File: src/hdl/pias_pkg.sv
// shared types and constants of the particle integrate / atlas step unit
package pias_pkg;

  localparam int COORD_W   = 20;
  localparam int MAX_ROWS  = 16;
  localparam int ROWS_W    = 5;
  localparam int INIT_W    = 60;
  localparam int CFG_IDX_W = 3;

  localparam int MUL_A_W = 33;
  localparam int MUL_B_W = 22;
  localparam int PROD_W  = MUL_A_W + MUL_B_W;

  localparam int DIV_STEPS = 41;
  localparam int RC_STEPS  = 8;
  localparam int OF_STEPS  = 12;
  localparam int SQ_STEPS  = 22;
  localparam int CNT_W     = 6;

  localparam logic [23:0] ELAPSED_MAX = 24'hFFFFFF;
  localparam logic [21:0] DIST_MAX    = 22'h3FFFFF;

  localparam logic [CFG_IDX_W-1:0] REG_INIT_POS = 3'd0;
  localparam logic [CFG_IDX_W-1:0] REG_INIT_VEL = 3'd1;
  localparam logic [CFG_IDX_W-1:0] REG_GRAV_ACC = 3'd2;
  localparam logic [CFG_IDX_W-1:0] REG_GRAV_FAC = 3'd3;
  localparam logic [CFG_IDX_W-1:0] REG_LIFE     = 3'd4;
  localparam logic [CFG_IDX_W-1:0] REG_ROWS     = 3'd5;

  typedef enum logic [4:0] {
    OP_NONE, OP_LOAD, OP_RESPAWN,
    OP_G_MUL, OP_G_SAVE, OP_VY_MUL, OP_VY_ADD,
    OP_PX_MUL, OP_PX_ADD, OP_PY_MUL, OP_PY_ADD, OP_PZ_MUL, OP_PZ_ADD,
    OP_PG_MUL, OP_DIV_INIT, OP_DIV_STEP, OP_RC_INIT, OP_RC_STEP,
    OP_OF_INIT, OP_OF_STEP,
    OP_DX_MUL, OP_DX_ADD, OP_DY_MUL, OP_DY_ADD, OP_DZ_MUL, OP_DZ_ADD,
    OP_SQ_INIT, OP_SQ_STEP, OP_SQ_DONE, OP_OUT
  } op_t;

endpackage

File: src/hdl/pias_ctrl.sv
// sequencer: walks one request through the shared datapath and owns the handshakes
module pias_ctrl (
  input  logic          clk,
  input  logic          rst_n,
  input  logic          in_valid,
  input  logic          in_func,
  output logic          in_ready,
  output logic          out_valid,
  input  logic          out_ready,
  output pias_pkg::op_t op
);
  import pias_pkg::*;

  typedef enum logic [4:0] {
    ST_IDLE, ST_RESPAWN,
    ST_G_MUL, ST_G_SAVE, ST_VY_MUL, ST_VY_ADD,
    ST_PX_MUL, ST_PX_ADD, ST_PY_MUL, ST_PY_ADD, ST_PZ_MUL, ST_PZ_ADD,
    ST_PG_MUL, ST_DIV_INIT, ST_DIV, ST_RC_INIT, ST_RC, ST_OF_INIT, ST_OF,
    ST_DX_MUL, ST_DX_ADD, ST_DY_MUL, ST_DY_ADD, ST_DZ_MUL, ST_DZ_ADD,
    ST_SQ_INIT, ST_SQ, ST_SQ_DONE, ST_FIN
  } state_t;

  state_t           state_r, state_nxt;
  logic [CNT_W-1:0] cnt_r, cnt_nxt;
  logic             out_valid_r, out_valid_nxt;

  assign in_ready  = (state_r == ST_IDLE);
  assign out_valid = out_valid_r;

  always_comb begin
    state_nxt     = state_r;
    cnt_nxt       = cnt_r;
    out_valid_nxt = out_valid_r & ~out_ready;
    op            = OP_NONE;
    case (state_r)
      ST_IDLE: begin
        if (in_valid) begin
          op        = OP_LOAD;
          state_nxt = in_func ? ST_RESPAWN : ST_G_MUL;
        end
      end
      ST_RESPAWN:  begin op = OP_RESPAWN;  state_nxt = ST_FIN;      end
      ST_G_MUL:    begin op = OP_G_MUL;    state_nxt = ST_G_SAVE;   end
      ST_G_SAVE:   begin op = OP_G_SAVE;   state_nxt = ST_VY_MUL;   end
      ST_VY_MUL:   begin op = OP_VY_MUL;   state_nxt = ST_VY_ADD;   end
      ST_VY_ADD:   begin op = OP_VY_ADD;   state_nxt = ST_PX_MUL;   end
      ST_PX_MUL:   begin op = OP_PX_MUL;   state_nxt = ST_PX_ADD;   end
      ST_PX_ADD:   begin op = OP_PX_ADD;   state_nxt = ST_PY_MUL;   end
      ST_PY_MUL:   begin op = OP_PY_MUL;   state_nxt = ST_PY_ADD;   end
      ST_PY_ADD:   begin op = OP_PY_ADD;   state_nxt = ST_PZ_MUL;   end
      ST_PZ_MUL:   begin op = OP_PZ_MUL;   state_nxt = ST_PZ_ADD;   end
      ST_PZ_ADD:   begin op = OP_PZ_ADD;   state_nxt = ST_PG_MUL;   end
      ST_PG_MUL:   begin op = OP_PG_MUL;   state_nxt = ST_DIV_INIT; end
      ST_DIV_INIT: begin
        op        = OP_DIV_INIT;
        cnt_nxt   = CNT_W'(DIV_STEPS - 1);
        state_nxt = ST_DIV;
      end
      ST_DIV: begin
        op = OP_DIV_STEP;
        if (cnt_r == '0) state_nxt = ST_RC_INIT;
        else cnt_nxt = cnt_r - 1'b1;
      end
      ST_RC_INIT: begin
        op        = OP_RC_INIT;
        cnt_nxt   = CNT_W'(RC_STEPS - 1);
        state_nxt = ST_RC;
      end
      ST_RC: begin
        op = OP_RC_STEP;
        if (cnt_r == '0) state_nxt = ST_OF_INIT;
        else cnt_nxt = cnt_r - 1'b1;
      end
      ST_OF_INIT: begin
        op        = OP_OF_INIT;
        cnt_nxt   = CNT_W'(OF_STEPS - 1);
        state_nxt = ST_OF;
      end
      ST_OF: begin
        op = OP_OF_STEP;
        if (cnt_r == '0) state_nxt = ST_DX_MUL;
        else cnt_nxt = cnt_r - 1'b1;
      end
      ST_DX_MUL:   begin op = OP_DX_MUL;   state_nxt = ST_DX_ADD;   end
      ST_DX_ADD:   begin op = OP_DX_ADD;   state_nxt = ST_DY_MUL;   end
      ST_DY_MUL:   begin op = OP_DY_MUL;   state_nxt = ST_DY_ADD;   end
      ST_DY_ADD:   begin op = OP_DY_ADD;   state_nxt = ST_DZ_MUL;   end
      ST_DZ_MUL:   begin op = OP_DZ_MUL;   state_nxt = ST_DZ_ADD;   end
      ST_DZ_ADD:   begin op = OP_DZ_ADD;   state_nxt = ST_SQ_INIT;  end
      ST_SQ_INIT: begin
        op        = OP_SQ_INIT;
        cnt_nxt   = CNT_W'(SQ_STEPS - 1);
        state_nxt = ST_SQ;
      end
      ST_SQ: begin
        op = OP_SQ_STEP;
        if (cnt_r == '0) state_nxt = ST_SQ_DONE;
        else cnt_nxt = cnt_r - 1'b1;
      end
      ST_SQ_DONE:  begin op = OP_SQ_DONE;  state_nxt = ST_FIN;      end
      ST_FIN: begin
        // result register must be free before it is overwritten
        if (!out_valid_r || out_ready) begin
          op            = OP_OUT;
          out_valid_nxt = 1'b1;
          state_nxt     = ST_IDLE;
        end
      end
      default: state_nxt = ST_IDLE;
    endcase
  end

  always_ff @(posedge clk) begin
    if (!rst_n) begin
      state_r     <= ST_IDLE;
      cnt_r       <= '0;
      out_valid_r <= 1'b0;
    end else begin
      state_r     <= state_nxt;
      cnt_r       <= cnt_nxt;
      out_valid_r <= out_valid_nxt;
    end
  end

`ifndef SYNTHESIS
  a_tick_starts: assert property (@(posedge clk) disable iff (!rst_n)
    (in_valid && in_ready && !in_func) |=> (state_r == ST_G_MUL))
    else $error("tick request did not start the update");
  a_fin_holds: assert property (@(posedge clk) disable iff (!rst_n)
    (state_r == ST_FIN && out_valid_r && !out_ready) |=> (state_r == ST_FIN))
    else $error("pending result overwritten");
  a_cnt_idle: assert property (@(posedge clk) disable iff (!rst_n)
    (state_r == ST_IDLE) |-> (cnt_r == '0))
    else $error("iteration counter not drained");
`endif

endmodule

File: config.mk
export PLATFORM = sky130hd
export DESIGN_NAME = pias_ctrl
export DESIGN_NICKNAME = d
export VERILOG_FILES = /design/src/hdl/pias_pkg.sv /design/src/hdl/pias_ctrl.sv
export SDC_FILE = /design/constraint.sdc
export NUM_CORES = 1
export LEC_CHECK = 0
export CAP_MARGIN = 10
export CORE_MARGIN = 2
export CORE_UTILIZATION = 55
export CTS_BUF_LIST = sky130_fd_sc_hd__clkbuf_4 sky130_fd_sc_hd__clkbuf_8 sky130_fd_sc_hd__clkbuf_16
export DETAILED_ROUTE_END_ITERATION = 8
export DONT_BUFFER_PORTS = 1
export GPL_ROUTABILITY_DRIVEN = 0
export PLACE_DENSITY = 0.78
export SLEW_MARGIN = 20
export SYNTH_ARGS = -nofsm -noshare
export SYNTH_HDL_FRONTEND = slang
export SYNTH_SLANG_ARGS = --single-unit
File: constraint.sdc
create_clock -name clk -period 1.85 [get_ports clk]
set_clock_uncertainty 0.1 [all_clocks]
set_input_delay 0.2775 -clock clk [delete_from_list [all_inputs] [get_ports clk]]
set_output_delay 0.2775 -clock clk [all_outputs]
set_load 0.05 [all_outputs]
==> summary.md <==
| Metric | Value |
|---|---|
| Status | finished with violations |
| Failing checks | negative setup slack |
| Max-Cap Viols | 0 |
| Cells after Synth | 144 |
| Post-synthesis cell area | 0.00102 mm^2 |
| Site row count | 15 |
| Sequential-to-total area share from yosys stat | 23.5% |
| CTS tree | built |
| Post-synth EDFFs | 0 |
| Clock sink count | 12 |
| Most frequent cells in the layout | buf_4, nor2_1, nand2_1 |
| FMAX | 0.519 GHz |
| Post-route DRC | 0 |
| GR Util All Layers | 34.0% |
| Worst skew pair latency | roughly 0.28 ns |
| DIE HEIGHT | 47.1 um |
| Hold_buf cts | 0 |
| CP max FO | 7 |
| Commonest non-fill, non-tap cell in the layout | buf_4 |
| CTS max path bufs | 2 |
| Total power | 3360 uW |
| Layout cell share with drive strength beyond 1 | 43.1% |
| Tightest Pin Transition | 0.520 ns |
| Initial DRC count | 115 |
| Leak | 0.000602 uW |
| Mapped Nets | 150 |
| Global-route wire length before repair | 5.23 mm |
| IO Pins | 12 |
| Slew HR | 64.9% |
| WS Path Type | reg2out |
| Number of global-route vias before repair | 1161 |
| DRT antenna net count | 0 |
| Critical path launch point type | register |
| WP data arrival | 1.55 ns |
| Final Setup Violations | 9 |
| Via Count | 1385 |
| Largest net degree at the start of global routing | 31 |
| Maximum vdd drop | 2.37 mV |
| Starting Density | 58.6% |
| Asr flop ratio synth | 0% |
| Hold WC Path Type | in2reg |
| Root Driver | clkbuf_4 |
| Worst Path Required | 1.47 ns |
| RSZ-0062 raised after global routing | true |
| Number of buffers created by CTS | 3 |
| Final Cycle Share | 104% |
| Synth Area per Inst | a little over 7 um^2 |
| DP HPWL | 2.06 mm |
| Library cells used by synthesis | 41 |
| Synth area leader | dfxtp_1 |
| Yosys warns | 0 |
| CORE AREA | 0.00175 mm^2 |
| Clock slew at reported path FFs | 0.08 ns |
| Synth-to-layout area growth | 55.8% |
| Layout Nets | 181 |
| Area contributors post-synth | dfxtp_1, o21ai_0, nor2_1 |
| Top_reg_cell synth | dfxtp_1 |
| FF/Latch Area | 254 um^2 |
| Die Wd | 47.1 um |
| Final min period | 1.93 ns |
| CTS H-tree lvls | 1 |
| Wirelength, routed | between 4 and 5 mm |
| Multi-input logic area | 863 um^2 |
| Port-buffer cells | 0 |
| PD cells | 2110 mW/mm^2 |
| Via/cell ratio | 6.96 |
| Setup TNS | -0.381 ns |
| 1st-pass router iterations | 4 |
| N_diodes | 0 |
| Area share of the largest cell type after synthesis | 23.5% |
| Final Slew Violations | 0 |
| Yosys reg bits | 12 |
| Final hold violations | 0 |
| Fillers | just over 70 |
| Initial antenna violation count | 0 |
| Die area | approximately 0.0022 mm^2 |
| Final worst slack | -0.0762 ns |
| Grt total ovfl | 0 |
| Critical Path Sink Type | output pin |
| DR WL/cell | 22.3 um |
## logic make-up (layout without fill, tap and decap cells)
group                      Yosys count  in the layout  share of synthesized area [%]
DFF                                 12             12                           23.5
muxes                                2              2                           1.96
AOI/OAI and AO/OA                   49             49                           32.3
adders and majority gates            1              1                           1.22
and+or+nand+nor                     64             64                           33.2
buffers and inverters               16             46                           7.83
## state kept, by name, indices dropped and copies added (netlist names)
register	flops
cnt_r	6
out_valid	1
state_r	5
## cell type report
class / count / share of cell area, %
multi-input cells: 116 / 54.2
clock buffers: 4 / 2.28
repair buffers: 38 / 24.7
inverters: 4 / 0.943
flip-flops and latches: 12 / 15.9
well taps: 25 / 1.96
## worst max-delay path, stage by stage (launching register included)
cell and delay [ns]:
dfxtp_4 0.38, or3_4 0.40, o31ai_2 0.21, o21ai_2 0.11, buf_12 0.16
## power by group
part	leakage (uW)	switching (uW)	internal, uW
Combinational	0.000481	1460	1220
Sequential	0.000101	111	351
Clock	0.0000210	98.3	120
## through the flow
step	utilization, %	cells	worst slack (ns)	area, um^2	hold slack, ns
after floorplan	-	144	-0.0229	1090	0.380
after global placement	75.5	184	-0.00153	1320	0.335
after detailed placement	75.5	184	-0.0752	1320	0.330
after CTS	84.4	193	-0.0433	1470	0.0371
after global routing	91.3	199	-0.109	1590	0.0384
final	91.3	199	-0.0762	1590	0.0324
## layer usage
| layer | wire length (um) | global-route usage, % |
|---|---|---|
| met1 | 1630 | 45.9 |
| met2 | 2070 | 51.8 |
| met3 | 519 | 4.23 |
| met4 | 221 | 20.0 |
| met5 | 0 | 0 |
## synthesized netlist by cell type (all sizes together), types with 3 or more instances
master,n
dfxtp,12
o311ai,3
a22oi,3
a21oi,9
nor3,7
nand2,12
or3,6
o31ai,4
nor2b,4
nor2,14
nand3,7
inv,4
nand2b,6
buf,6
clkbuf,6
o21ai,15
## final timing paths
path                      startpoint                      end  slack [ns]  cells past startpoint
min                            rst_n  state_r[1]$_SDFFE_PN0P_        0.03                      2
max          state_r[3]$_SDFFE_PN0P_                    op[0]       -0.08                      4
max reg2reg    cnt_r[1]$_SDFFE_PN0P_    cnt_r[0]$_SDFFE_PN0P_       -0.05                      8
min reg2reg    cnt_r[4]$_SDFFE_PN0P_    cnt_r[4]$_SDFFE_PN0P_        0.47                      2
## repair_timing
item                       in CTS  in global routing
pin swaps                       7                  6
resized for setup              27                 15
setup endpoints to repair      15                 15
cloned                          0                  1
buffers inserted                5                  5
(Power assumes the default switching activity.)
