### src/hdl/pias_pkg.sv
// shared types and constants of the particle integrate / atlas step unit
package pias_pkg;

  localparam int COORD_W   = 20;
  localparam int MAX_ROWS  = 16;
  localparam int ROWS_W    = 5;
  localparam int INIT_W    = 60;
  localparam int CFG_IDX_W = 3;

  localparam int MUL_A_W = 33;
  localparam int MUL_B_W = 22;
  localparam int PROD_W  = MUL_A_W + MUL_B_W;

  localparam int DIV_STEPS = 41;
  localparam int RC_STEPS  = 8;
  localparam int OF_STEPS  = 12;
  localparam int SQ_STEPS  = 22;
  localparam int CNT_W     = 6;

  localparam logic [23:0] ELAPSED_MAX = 24'hFFFFFF;
  localparam logic [21:0] DIST_MAX    = 22'h3FFFFF;

  localparam logic [CFG_IDX_W-1:0] REG_INIT_POS = 3'd0;
  localparam logic [CFG_IDX_W-1:0] REG_INIT_VEL = 3'd1;
  localparam logic [CFG_IDX_W-1:0] REG_GRAV_ACC = 3'd2;
  localparam logic [CFG_IDX_W-1:0] REG_GRAV_FAC = 3'd3;
  localparam logic [CFG_IDX_W-1:0] REG_LIFE     = 3'd4;
  localparam logic [CFG_IDX_W-1:0] REG_ROWS     = 3'd5;

  typedef enum logic [4:0] {
    OP_NONE, OP_LOAD, OP_RESPAWN,
    OP_G_MUL, OP_G_SAVE, OP_VY_MUL, OP_VY_ADD,
    OP_PX_MUL, OP_PX_ADD, OP_PY_MUL, OP_PY_ADD, OP_PZ_MUL, OP_PZ_ADD,
    OP_PG_MUL, OP_DIV_INIT, OP_DIV_STEP, OP_RC_INIT, OP_RC_STEP,
    OP_OF_INIT, OP_OF_STEP,
    OP_DX_MUL, OP_DX_ADD, OP_DY_MUL, OP_DY_ADD, OP_DZ_MUL, OP_DZ_ADD,
    OP_SQ_INIT, OP_SQ_STEP, OP_SQ_DONE, OP_OUT
  } op_t;

endpackage

### src/hdl/pias_dp.sv
// datapath: config and particle state, shared multiplier, dividers and square root
module pias_dp (
  input  logic                              clk,
  input  logic                              rst_n,
  input  pias_pkg::op_t                     op,
  input  logic                              cfg_wr_en,
  input  logic [pias_pkg::CFG_IDX_W-1:0]    cfg_index,
  input  logic [pias_pkg::INIT_W-1:0]       cfg_data,
  input  logic [15:0]                       in_dt,
  input  logic signed [19:0]                in_cam_x,
  input  logic signed [19:0]                in_cam_y,
  input  logic signed [19:0]                in_cam_z,
  output logic signed [19:0]                out_pos_x,
  output logic signed [19:0]                out_pos_y,
  output logic signed [19:0]                out_pos_z,
  output logic                              out_alive,
  output logic [7:0]                        out_blend,
  output logic [11:0]                       out_first_col,
  output logic [11:0]                       out_first_row,
  output logic [11:0]                       out_next_col,
  output logic [11:0]                       out_next_row,
  output logic [21:0]                       out_cam_distance
);
  import pias_pkg::*;

  localparam int ACC_W = PROD_W + 1;

  // configuration
  logic [INIT_W-1:0] init_pos_r, init_vel_r;
  logic [15:0]       ga_r, gf_r;
  logic [23:0]       life_r;
  logic [ROWS_W-1:0] rows_r;

  // particle state
  logic signed [COORD_W-1:0] pos_r [3];
  logic signed [COORD_W-1:0] vel_r [3];
  logic [23:0]               elapsed_r;
  logic [7:0]                blend_r;
  logic [11:0]               off_r [4];
  logic [21:0]               dist_r;

  // request and working registers
  logic [15:0]               dt_r;
  logic signed [19:0]        cam_r [3];
  logic signed [31:0]        g_r;
  logic signed [PROD_W-1:0]  prod_r;
  logic [40:0]               div_q_r;
  logic [23:0]               div_rem_r;
  logic [7:0]                rc_q_r;
  logic [3:0]                rc_rem_r;
  logic                      last_r;
  logic [11:0]               of_q_r [4];
  logic [3:0]                of_rem_r [4];
  logic [42:0]               sum_r;
  logic [43:0]               sq_v_r, sq_b_r;
  logic [44:0]               sq_r_r;
  logic                      sq_sat_r;

  // result register
  logic signed [19:0]        o_pos_r [3];
  logic                      o_alive_r;
  logic [7:0]                o_blend_r;
  logic [11:0]               o_off_r [4];
  logic [21:0]               o_dist_r;

  logic [ROWS_W-1:0]         rows_eff;
  logic [8:0]                stages;
  logic [7:0]                stages_m1;
  logic [23:0]               life_eff;
  logic signed [MUL_A_W-1:0] mul_a;
  logic signed [MUL_B_W-1:0] mul_b;
  logic [1:0]                axis;
  logic signed [20:0]        dist_d;
  logic signed [ACC_W-1:0]   acc;
  logic [24:0]               e_sum;
  logic [24:0]               div_t;
  logic                      div_ge;
  logic [7:0]                i0;
  logic [4:0]                rc_t;
  logic                      rc_ge;
  logic [3:0]                col0, row0, col1, row1;
  logic [44:0]               sq_rb;
  logic                      sq_ge;

  function automatic logic signed [COORD_W-1:0] sat_coord(input logic signed [ACC_W-1:0] v);
    logic signed [ACC_W-1:0] hi, lo;
    hi = ACC_W'((2 ** (COORD_W - 1)) - 1);
    lo = -hi - ACC_W'(1);
    if (v > hi) return COORD_W'(hi);
    else if (v < lo) return COORD_W'(lo);
    else return COORD_W'(v);
  endfunction

  // position outputs are 20 signed bits whatever the state width
  function automatic logic signed [19:0] sat_out(input logic signed [ACC_W-1:0] v);
    logic signed [ACC_W-1:0] hi, lo;
    hi = ACC_W'((2 ** 19) - 1);
    lo = -hi - ACC_W'(1);
    if (v > hi) return 20'(hi);
    else if (v < lo) return 20'(lo);
    else return 20'(v);
  endfunction

  always_comb begin
    if (rows_r == '0) rows_eff = ROWS_W'(1);
    else if (rows_r > ROWS_W'(MAX_ROWS)) rows_eff = ROWS_W'(MAX_ROWS);
    else rows_eff = rows_r;
  end
  assign stages    = 9'(rows_eff * rows_eff);
  assign stages_m1 = 8'(stages - 9'd1);
  assign life_eff  = (life_r == '0) ? 24'd1 : life_r;

  always_comb begin
    case (op)
      OP_PY_MUL, OP_PY_ADD, OP_DY_MUL: axis = 2'd1;
      OP_PZ_MUL, OP_PZ_ADD, OP_DZ_MUL: axis = 2'd2;
      default:                         axis = 2'd0;
    endcase
  end

  assign dist_d = 21'(cam_r[axis]) - 21'(pos_r[axis]);

  // operand select for the one shared multiplier
  always_comb begin
    mul_a = '0;
    mul_b = '0;
    case (op)
      OP_G_MUL: begin
        mul_a = MUL_A_W'($signed(ga_r));
        mul_b = MUL_B_W'($signed(gf_r));
      end
      OP_VY_MUL: begin
        mul_a = MUL_A_W'(g_r);
        mul_b = $signed({6'd0, dt_r});
      end
      OP_PX_MUL, OP_PY_MUL, OP_PZ_MUL: begin
        mul_a = MUL_A_W'(vel_r[axis]);
        mul_b = $signed({6'd0, dt_r});
      end
      OP_PG_MUL: begin
        mul_a = $signed({9'd0, elapsed_r});
        mul_b = $signed({13'd0, stages});
      end
      OP_DX_MUL, OP_DY_MUL, OP_DZ_MUL: begin
        mul_a = MUL_A_W'(dist_d);
        mul_b = MUL_B_W'(dist_d);
      end
      default: begin
        mul_a = '0;
        mul_b = '0;
      end
    endcase
  end

  // floor shifts of the registered product
  always_comb begin
    if (op == OP_VY_ADD) acc = ACC_W'(vel_r[1]) + ACC_W'(prod_r >>> 24);
    else acc = ACC_W'(pos_r[axis]) + ACC_W'(prod_r >>> 16);
  end

  assign e_sum = {1'b0, elapsed_r} + {9'd0, dt_r};

  // restoring divide, progress by life
  assign div_t  = {div_rem_r, div_q_r[40]};
  assign div_ge = div_t >= {1'b0, life_eff};

  assign i0 = (div_q_r[40:8] > {25'd0, stages_m1}) ? stages_m1 : div_q_r[15:8];

  assign rc_t  = {rc_rem_r, rc_q_r[7]};
  assign rc_ge = rc_t >= rows_eff;

  always_comb begin
    col0 = rc_rem_r;
    row0 = rc_q_r[3:0];
    col1 = col0;
    row1 = row0;
    if (!last_r) begin
      if ({1'b0, col0} + 5'd1 == rows_eff) begin
        col1 = '0;
        row1 = row0 + 4'd1;
      end else begin
        col1 = col0 + 4'd1;
      end
    end
  end

  assign sq_rb = sq_r_r + {1'b0, sq_b_r};
  assign sq_ge = {1'b0, sq_v_r} >= sq_rb;

  always_ff @(posedge clk) begin
    if (!rst_n) begin
      init_pos_r <= '0;
      init_vel_r <= '0;
      ga_r       <= 16'hF630;
      gf_r       <= 16'd256;
      life_r     <= 24'd65536;
      rows_r     <= ROWS_W'(1);
    end else if (cfg_wr_en) begin
      case (cfg_index)
        REG_INIT_POS: init_pos_r <= cfg_data;
        REG_INIT_VEL: init_vel_r <= cfg_data;
        REG_GRAV_ACC: ga_r       <= cfg_data[15:0];
        REG_GRAV_FAC: gf_r       <= cfg_data[15:0];
        REG_LIFE:     life_r     <= cfg_data[23:0];
        REG_ROWS:     rows_r     <= cfg_data[ROWS_W-1:0];
        default: ;
      endcase
    end
  end

  // architectural particle state
  always_ff @(posedge clk) begin
    if (!rst_n) begin
      for (int i = 0; i < 3; i++) begin
        pos_r[i] <= '0;
        vel_r[i] <= '0;
      end
      for (int i = 0; i < 4; i++) off_r[i] <= '0;
      elapsed_r <= '0;
      blend_r   <= '0;
      dist_r    <= '0;
    end else begin
      case (op)
        OP_RESPAWN: begin
          for (int i = 0; i < 3; i++) begin
            pos_r[i] <= COORD_W'($signed(init_pos_r[20*i +: 20]));
            vel_r[i] <= COORD_W'($signed(init_vel_r[20*i +: 20]));
          end
          elapsed_r <= '0;
        end
        OP_VY_ADD: vel_r[1] <= sat_coord(acc);
        OP_PX_ADD: begin
          pos_r[axis] <= sat_coord(acc);
          elapsed_r   <= e_sum[24] ? ELAPSED_MAX : e_sum[23:0];
        end
        OP_PY_ADD, OP_PZ_ADD: pos_r[axis] <= sat_coord(acc);
        OP_RC_INIT: blend_r <= div_q_r[7:0];
        OP_DX_MUL: for (int i = 0; i < 4; i++) off_r[i] <= of_q_r[i];
        OP_SQ_DONE: begin
          if (sq_sat_r || sq_r_r > {23'd0, DIST_MAX}) dist_r <= DIST_MAX;
          else dist_r <= sq_r_r[21:0];
        end
        default: ;
      endcase
    end
  end

  // working registers, no reset needed
  always_ff @(posedge clk) begin
    prod_r <= mul_a * mul_b;
    case (op)
      OP_LOAD: begin
        dt_r     <= in_dt;
        cam_r[0] <= in_cam_x;
        cam_r[1] <= in_cam_y;
        cam_r[2] <= in_cam_z;
      end
      OP_G_SAVE: g_r <= prod_r[31:0];
      OP_DIV_INIT: begin
        div_q_r   <= {prod_r[32:0], 8'd0};
        div_rem_r <= '0;
      end
      OP_DIV_STEP: begin
        div_rem_r <= div_ge ? 24'(div_t - {1'b0, life_eff}) : div_t[23:0];
        div_q_r   <= {div_q_r[39:0], div_ge};
      end
      OP_RC_INIT: begin
        rc_q_r   <= i0;
        rc_rem_r <= '0;
        last_r   <= (i0 == stages_m1);
      end
      OP_RC_STEP: begin
        rc_rem_r <= rc_ge ? 4'(rc_t - rows_eff) : rc_t[3:0];
        rc_q_r   <= {rc_q_r[6:0], rc_ge};
      end
      OP_OF_INIT: begin
        of_rem_r[0] <= col0;
        of_rem_r[1] <= row0;
        of_rem_r[2] <= col1;
        of_rem_r[3] <= row1;
        for (int i = 0; i < 4; i++) of_q_r[i] <= '0;
      end
      OP_OF_STEP: begin
        // four independent lanes, one quotient bit each
        for (int i = 0; i < 4; i++) begin
          if ({of_rem_r[i], 1'b0} >= rows_eff) begin
            of_rem_r[i] <= 4'({of_rem_r[i], 1'b0} - rows_eff);
            of_q_r[i]   <= {of_q_r[i][10:0], 1'b1};
          end else begin
            of_rem_r[i] <= {of_rem_r[i][2:0], 1'b0};
            of_q_r[i]   <= {of_q_r[i][10:0], 1'b0};
          end
        end
      end
      OP_DX_ADD: sum_r <= {1'b0, prod_r[41:0]};
      OP_DY_ADD, OP_DZ_ADD: sum_r <= sum_r + {1'b0, prod_r[41:0]};
      OP_SQ_INIT: begin
        sq_sat_r <= sum_r[42];
        sq_v_r   <= {sum_r[41:0], 2'b00};
        sq_r_r   <= '0;
        sq_b_r   <= 44'd1 << 42;
      end
      OP_SQ_STEP: begin
        if (sq_ge) begin
          sq_v_r <= 44'({1'b0, sq_v_r} - sq_rb);
          sq_r_r <= (sq_r_r >> 1) + {1'b0, sq_b_r};
        end else begin
          sq_r_r <= sq_r_r >> 1;
        end
        sq_b_r <= sq_b_r >> 2;
      end
      OP_OUT: begin
        for (int i = 0; i < 3; i++) o_pos_r[i] <= sat_out(ACC_W'(pos_r[i]));
        o_alive_r <= elapsed_r < life_eff;
        o_blend_r <= blend_r;
        for (int i = 0; i < 4; i++) o_off_r[i] <= off_r[i];
        o_dist_r  <= dist_r;
      end
      default: ;
    endcase
  end

  assign out_pos_x        = o_pos_r[0];
  assign out_pos_y        = o_pos_r[1];
  assign out_pos_z        = o_pos_r[2];
  assign out_alive        = o_alive_r;
  assign out_blend        = o_blend_r;
  assign out_first_col    = o_off_r[0];
  assign out_first_row    = o_off_r[1];
  assign out_next_col     = o_off_r[2];
  assign out_next_row     = o_off_r[3];
  assign out_cam_distance = o_dist_r;

endmodule

### config.mk
export PLATFORM = sky130hd
export DESIGN_NAME = pias_dp
export DESIGN_NICKNAME = d
export VERILOG_FILES = /design/src/hdl/pias_pkg.sv /design/src/hdl/pias_dp.sv
export SDC_FILE = /design/constraint.sdc
export NUM_CORES = 2
export LEC_CHECK = 0
export ABC_CLOCK_PERIOD_IN_PS = 13150
export BUFFER_PORTS_ARGS = -buffer_cell sky130_fd_sc_hd__buf_4
export CAP_MARGIN = 15
export CORE_MARGIN = 1
export CORE_UTILIZATION = 59
export CTS_BUF_LIST = sky130_fd_sc_hd__clkbuf_4
export DETAILED_ROUTE_END_ITERATION = 6
export PLACE_DENSITY_LB_ADDON = 0.3
export SLEW_MARGIN = 20
export SYNTH_ARGS = -nofsm -noshare
export SYNTH_HDL_FRONTEND = slang
export SYNTH_SLANG_ARGS = --single-unit
### constraint.sdc
create_clock -name clk -period 13.15 [get_ports clk]
set_clock_uncertainty 0.2 [all_clocks]
set_input_delay 1.315 -clock clk [delete_from_list [all_inputs] [get_ports clk]]
set_output_delay 1.315 -clock clk [all_outputs]
set_load 0.05 [all_outputs]
==> results.md <==
Status:
- The run finished, with violations left.
- The final reports fail on DRC.

Global routing:
- The first-pass GRT wire length is 363000 µm.
- The global-route usage over all layers is 35.0%.
- The via count of the first global-routing pass was 63600.
- Entering global routing, the biggest net connects 90 pins.
- Summed over all layers, the global routing overflow is 0.
- The number of antenna violations at the first check in global routing is 8.

Die:
- The die width is 368 µm.
- For this configuration, the core starts out at a cell density of 59.7%.
- The area of the placeable core is 0.132 mm².
- The number of top-level design ports is 286.
- From bottom edge to top edge, the die measures 368 µm.
- The count of standard-cell rows is 133.
- The floorplan step defined a die boundary enclosing 0.135 mm².

STA:
- The transition time of the tightest slew-check pin is 1140 ps.
- The highest achievable clock rate is 79.5 MHz.
- The final count of hold timing violations came to 0.
- The worst slew margin relative to its limit is 23.6%.
- The minimum clock period is 12580 ps.
- The count of final setup violators is 0.
- The final count of pins violating max slew is 0.
- On the final layout, the worst hold slack is 36.9 ps.
- Setup repair after global routing left no endpoint under its margin.
- The accumulated negative setup slack is 0 ps.
- The ratio of final minimum period to clock period is 95.7%.

Run:
- Across the run, the number of max-cap violations was 0.

Logic synthesis:
- Counting flops with an async set or reset pin after synthesis yields a share of 0%.
- Counting every instance in the synthesized netlist gives 8274.
- Ranked by total cell area, the synthesized netlist is headed by sky130_fd_sc_hd__edfxtp_1 27%, sky130_fd_sc_hd__fa_1 18%, sky130_fd_sc_hd__ha_1 7.7%.
- The fraction of post-synthesis cell area in the top cell type by area is 27.1%.
- The count of synthesis-stage warnings from yosys is 0.
- The cell area that synthesis handed to floorplanning was 0.0789 mm².
- Summed over all instances, the cell type with the most area after synthesis is sky130_fd_sc_hd__edfxtp_1.
- The synthesized area per cell is 9.54 µm².
- For this run, the register share of the synthesized area comes to 34.4%.
- The number of synthesized flops with an enable pin is 712.
- The count of unique library cells instantiated by Yosys is 96.
- For this run, the leading register cell type out of synthesis is sky130_fd_sc_hd__edfxtp_1.
- The most common cell in the synthesized netlist is sky130_fd_sc_hd__nand2_1.
- The flip-flop and latch count after synthesis is 1002.
- The commonest cells after synthesis are 1366 x sky130_fd_sc_hd__nand2_1, 947 x sky130_fd_sc_hd__inv_1, 724 x sky130_fd_sc_hd__fa_1, 712 x sky130_fd_sc_hd__edfxtp_1, 527 x sky130_fd_sc_hd__a21oi_1.

Power:
- Combinational logic is responsible for 32.9% of the overall power.
- The switching part of the total power is 37.0%.
- Summed over all cells, the static leakage comes to 0.0393 µW.
- The sum of internal, switching and leakage power is 9850 µW.
- The internal power is 6210 µW.
- In this run, flip-flops and latches consume 38.4% of the power.
- The maximum vdd ir drop is 0.113 mV.
- The share of total power in the clock network is 28.7%.
- The switching component of the power is 3640 µW.
- Dividing total power by cell area gives a power density of 113 mW/mm².

Critical path:
- The endpoint arrival time on the critical path is 13530 ps.
- Among the stages of the critical path, the cell type that occurs most often is sky130_fd_sc_hd__fa_1.
- Along the worst path, the maximum fanout reaches 14.
- The number of cells traversed by the worst register-to-register path is 41.
- The source of the worst register-to-register timing path is rows_r[4]$_SDFFE_PN0P_.
- The data required time at the worst endpoint is 14100 ps.
- The setup check on the worst reg-to-reg path leaves a slack of 570 ps.
- STA classifies the critical path startpoint as a register.
- The worst setup path is captured at a register.
- The critical register-to-register path endpoint is prod_r[52]$_DFF_P_.
- The worst stage delay on the critical path is 800 ps.
- The type of the worst setup path is reg2reg.
- The slowest stage cell on the critical path is sky130_fd_sc_hd__and2_1.

Min path:
- The count of cells along the worst hold path is 1.
- The path with the worst hold slack has its endpoint at cam_r[0][4]$_DFFE_PN_.
- The path class of the tightest hold or removal check is in2reg.
- In this run the most critical hold path is launched from in_cam_x[4].

Clocking:
- The CTS tree is done.
- Counting the buffers created by CTS gives 280.
- The register clock-pin slew on the reported worst setup and hold paths is 70 ps.
- CTS saw 1002 sinks.
- The library cell used as clock root buffer is sky130_fd_sc_hd__clkbuf_4.
- No sink is reached through more buffers than the 4 on the longest clock path.
- After clock tree synthesis, the repair step resized 0 gates.
- The post-CTS repair timing setup buffer count is 0.
- The hold-fix buffer count after cts is 13.
- CTS built an H-tree with a depth of 5.
- Clock latency on the worst-skew pair, taken at its later pin, is 1310 ps.

Placement:
- The HPWL after detailed placement is 180000 µm.
- The placed instance count is 10100.
- At the end of routability-driven placement, the weighted congestion stood at 0.991.
- The number of buffer cells added on primary ports is 285.

Route:
- Dividing the detail-routed via count by the number of cells gives 6.02.
- The final layout contains routed wiring with a total length of 237000 µm.
- After detailed routing, the average wire length per cell comes to 22.4 µm.
- After detailed routing, the number of remaining DRC violations is 4.
- The count of nets left with antenna violations after detail routing is 0.
- The pre-antenna-repair detailed-routing pass consisted of 7 iterations.
- The violation count after the first detailed-route iteration is 6207.
- The detailed router placed 63600 vias in this run.

Final layout:
- The count of cells in the finished layout, fillers not included, comes to 10600.
- The final core utilization is 65.9%.
- The share of layout cells above drive strength 1 is 11.9%.
- At the end of the flow, the number of nets in the layout was 9973.
- The signed area change from the synthesized netlist to the final layout is 10.3%.
## cells by family (layout without fill, tap and decap cells)
family,after synthesis,after routing,share of synthesized area (%)
AOI/OAI and AO/OA,1639,1639,13.5
xor gates and xnor gates,323,323,3.58
adders and majority gates,1208,1208,26.0
buffers and inverters,1388,1912,6.63
DFF,1002,1002,34.4
muxes,50,50,0.644
other,1,15,0.00475
and+or+nand+nor,2663,2663,15.2
## flip-flops by register name, summed over array words and instances (netlist names), 22 cells and up
| signal | flops |
|---|---|
| cam_r | 60 |
| dist_r | 22 |
| div_q_r | 41 |
| div_rem_r | 24 |
| elapsed_r | 24 |
| g_r | 32 |
| init_pos_r | 60 |
| init_vel_r | 60 |
| life_r | 24 |
| o_off_r | 48 |
| o_pos_r | 60 |
| of_q_r | 48 |
| off_r | 48 |
| out_cam_distance | 22 |
| pos_r | 60 |
| prod_r | 55 |
| sq_b_r | 22 |
| sq_r_r | 45 |
| sq_v_r | 44 |
| sum_r | 43 |
| vel_r | 60 |
## worst max-delay path, delay by kind of cell, from the launching register on
| family | cells | cell delay, ps |
|---|---|---|
| adder cells (fa/ha/maj) | 12 | 5620 |
| flip-flops | 1 | 430 |
| AND/OR/NAND/NOR | 4 | 1280 |
| XOR/XNOR | 2 | 360 |
| AO/OA/AOI/OAI | 15 | 3320 |
| buffers and inverters | 8 | 1280 |
## stage by stage
step	cell area (µm²)	setup WS, ps
after floorplan	78900	103
after global placement	83500	188
after detailed placement	83500	33.3
after CTS	87000	655
after global routing	87000	64.2
final	87000	569
## power by group through the flow
stage	clock (µW)	combinational [µW]	sequential, µW
detailed placement	0	3170	3840
finish	2820	3240	3780
global placement	0	3120	3830
global route	3020	3530	3780
floorplan	0	2190	3700
CTS	2860	3190	3770
## final cells by class
type	instances	area, µm²
clock buffers	406	3050
inverters	950	3570
clock inverters	59	335
fillers	10600	45100
well taps	1755	2200
diodes	11	27.5
multi-input cells	5887	46800
repair buffers	497	3900
flip-flops and latches	1002	27200
## layout by cell type (no fill, tap or decap), types with 44 or more instances in the layout
cell                          n
sky130_fd_sc_hd__nand2_1   1363
sky130_fd_sc_hd__inv_1      944
sky130_fd_sc_hd__fa_1       724
sky130_fd_sc_hd__edfxtp_1   712
sky130_fd_sc_hd__a21oi_1    525
sky130_fd_sc_hd__ha_1       484
sky130_fd_sc_hd__buf_4      474
sky130_fd_sc_hd__nor2_1     470
sky130_fd_sc_hd__clkbuf_4   406
sky130_fd_sc_hd__dfxtp_1    290
sky130_fd_sc_hd__o21ai_0    286
sky130_fd_sc_hd__and2_1     195
sky130_fd_sc_hd__xnor2_1    188
sky130_fd_sc_hd__a21o_1     174
sky130_fd_sc_hd__xor2_1     135
sky130_fd_sc_hd__and3_1     118
sky130_fd_sc_hd__nor2b_1     90
sky130_fd_sc_hd__nand3_1     81
sky130_fd_sc_hd__a31oi_1     77
sky130_fd_sc_hd__nor3_1      66
sky130_fd_sc_hd__nand2b_1    60
sky130_fd_sc_hd__o21ai_1     60
sky130_fd_sc_hd__o21bai_1    48
sky130_fd_sc_hd__a22oi_1     46
sky130_fd_sc_hd__o21a_1      44
sky130_fd_sc_hd__mux2i_1     44
## how the worst max path moves through the flow
stage                     slack (ps)  depth (start not counted)                  to                    from
after CTS                        650                         41  prod_r[52]$_DFF_P_  rows_r[4]$_SDFFE_PN0P_
after detailed placement          30                         45  prod_r[52]$_DFF_P_                   op[1]
after floorplan                  100                         51  prod_r[52]$_DFF_P_                   op[1]
after global routing              60                         41  prod_r[52]$_DFF_P_  rows_r[4]$_SDFFE_PN0P_
final                            570                         41  prod_r[52]$_DFF_P_  rows_r[4]$_SDFFE_PN0P_
after global placement           190                         45  prod_r[52]$_DFF_P_                   op[1]
## per-layer routing
layer  global-route usage, %  vias to the layer above  share of wire [%]
met5                       0                        -              0.011
met2                    57.0                     3222                 47
met4                    19.8                        4                6.3
met1                    43.4                    30900                 37
met3                    7.39                      826                9.2
li1                        -                    28700                  -
Note: power is estimated with default switching activity, not from simulation.
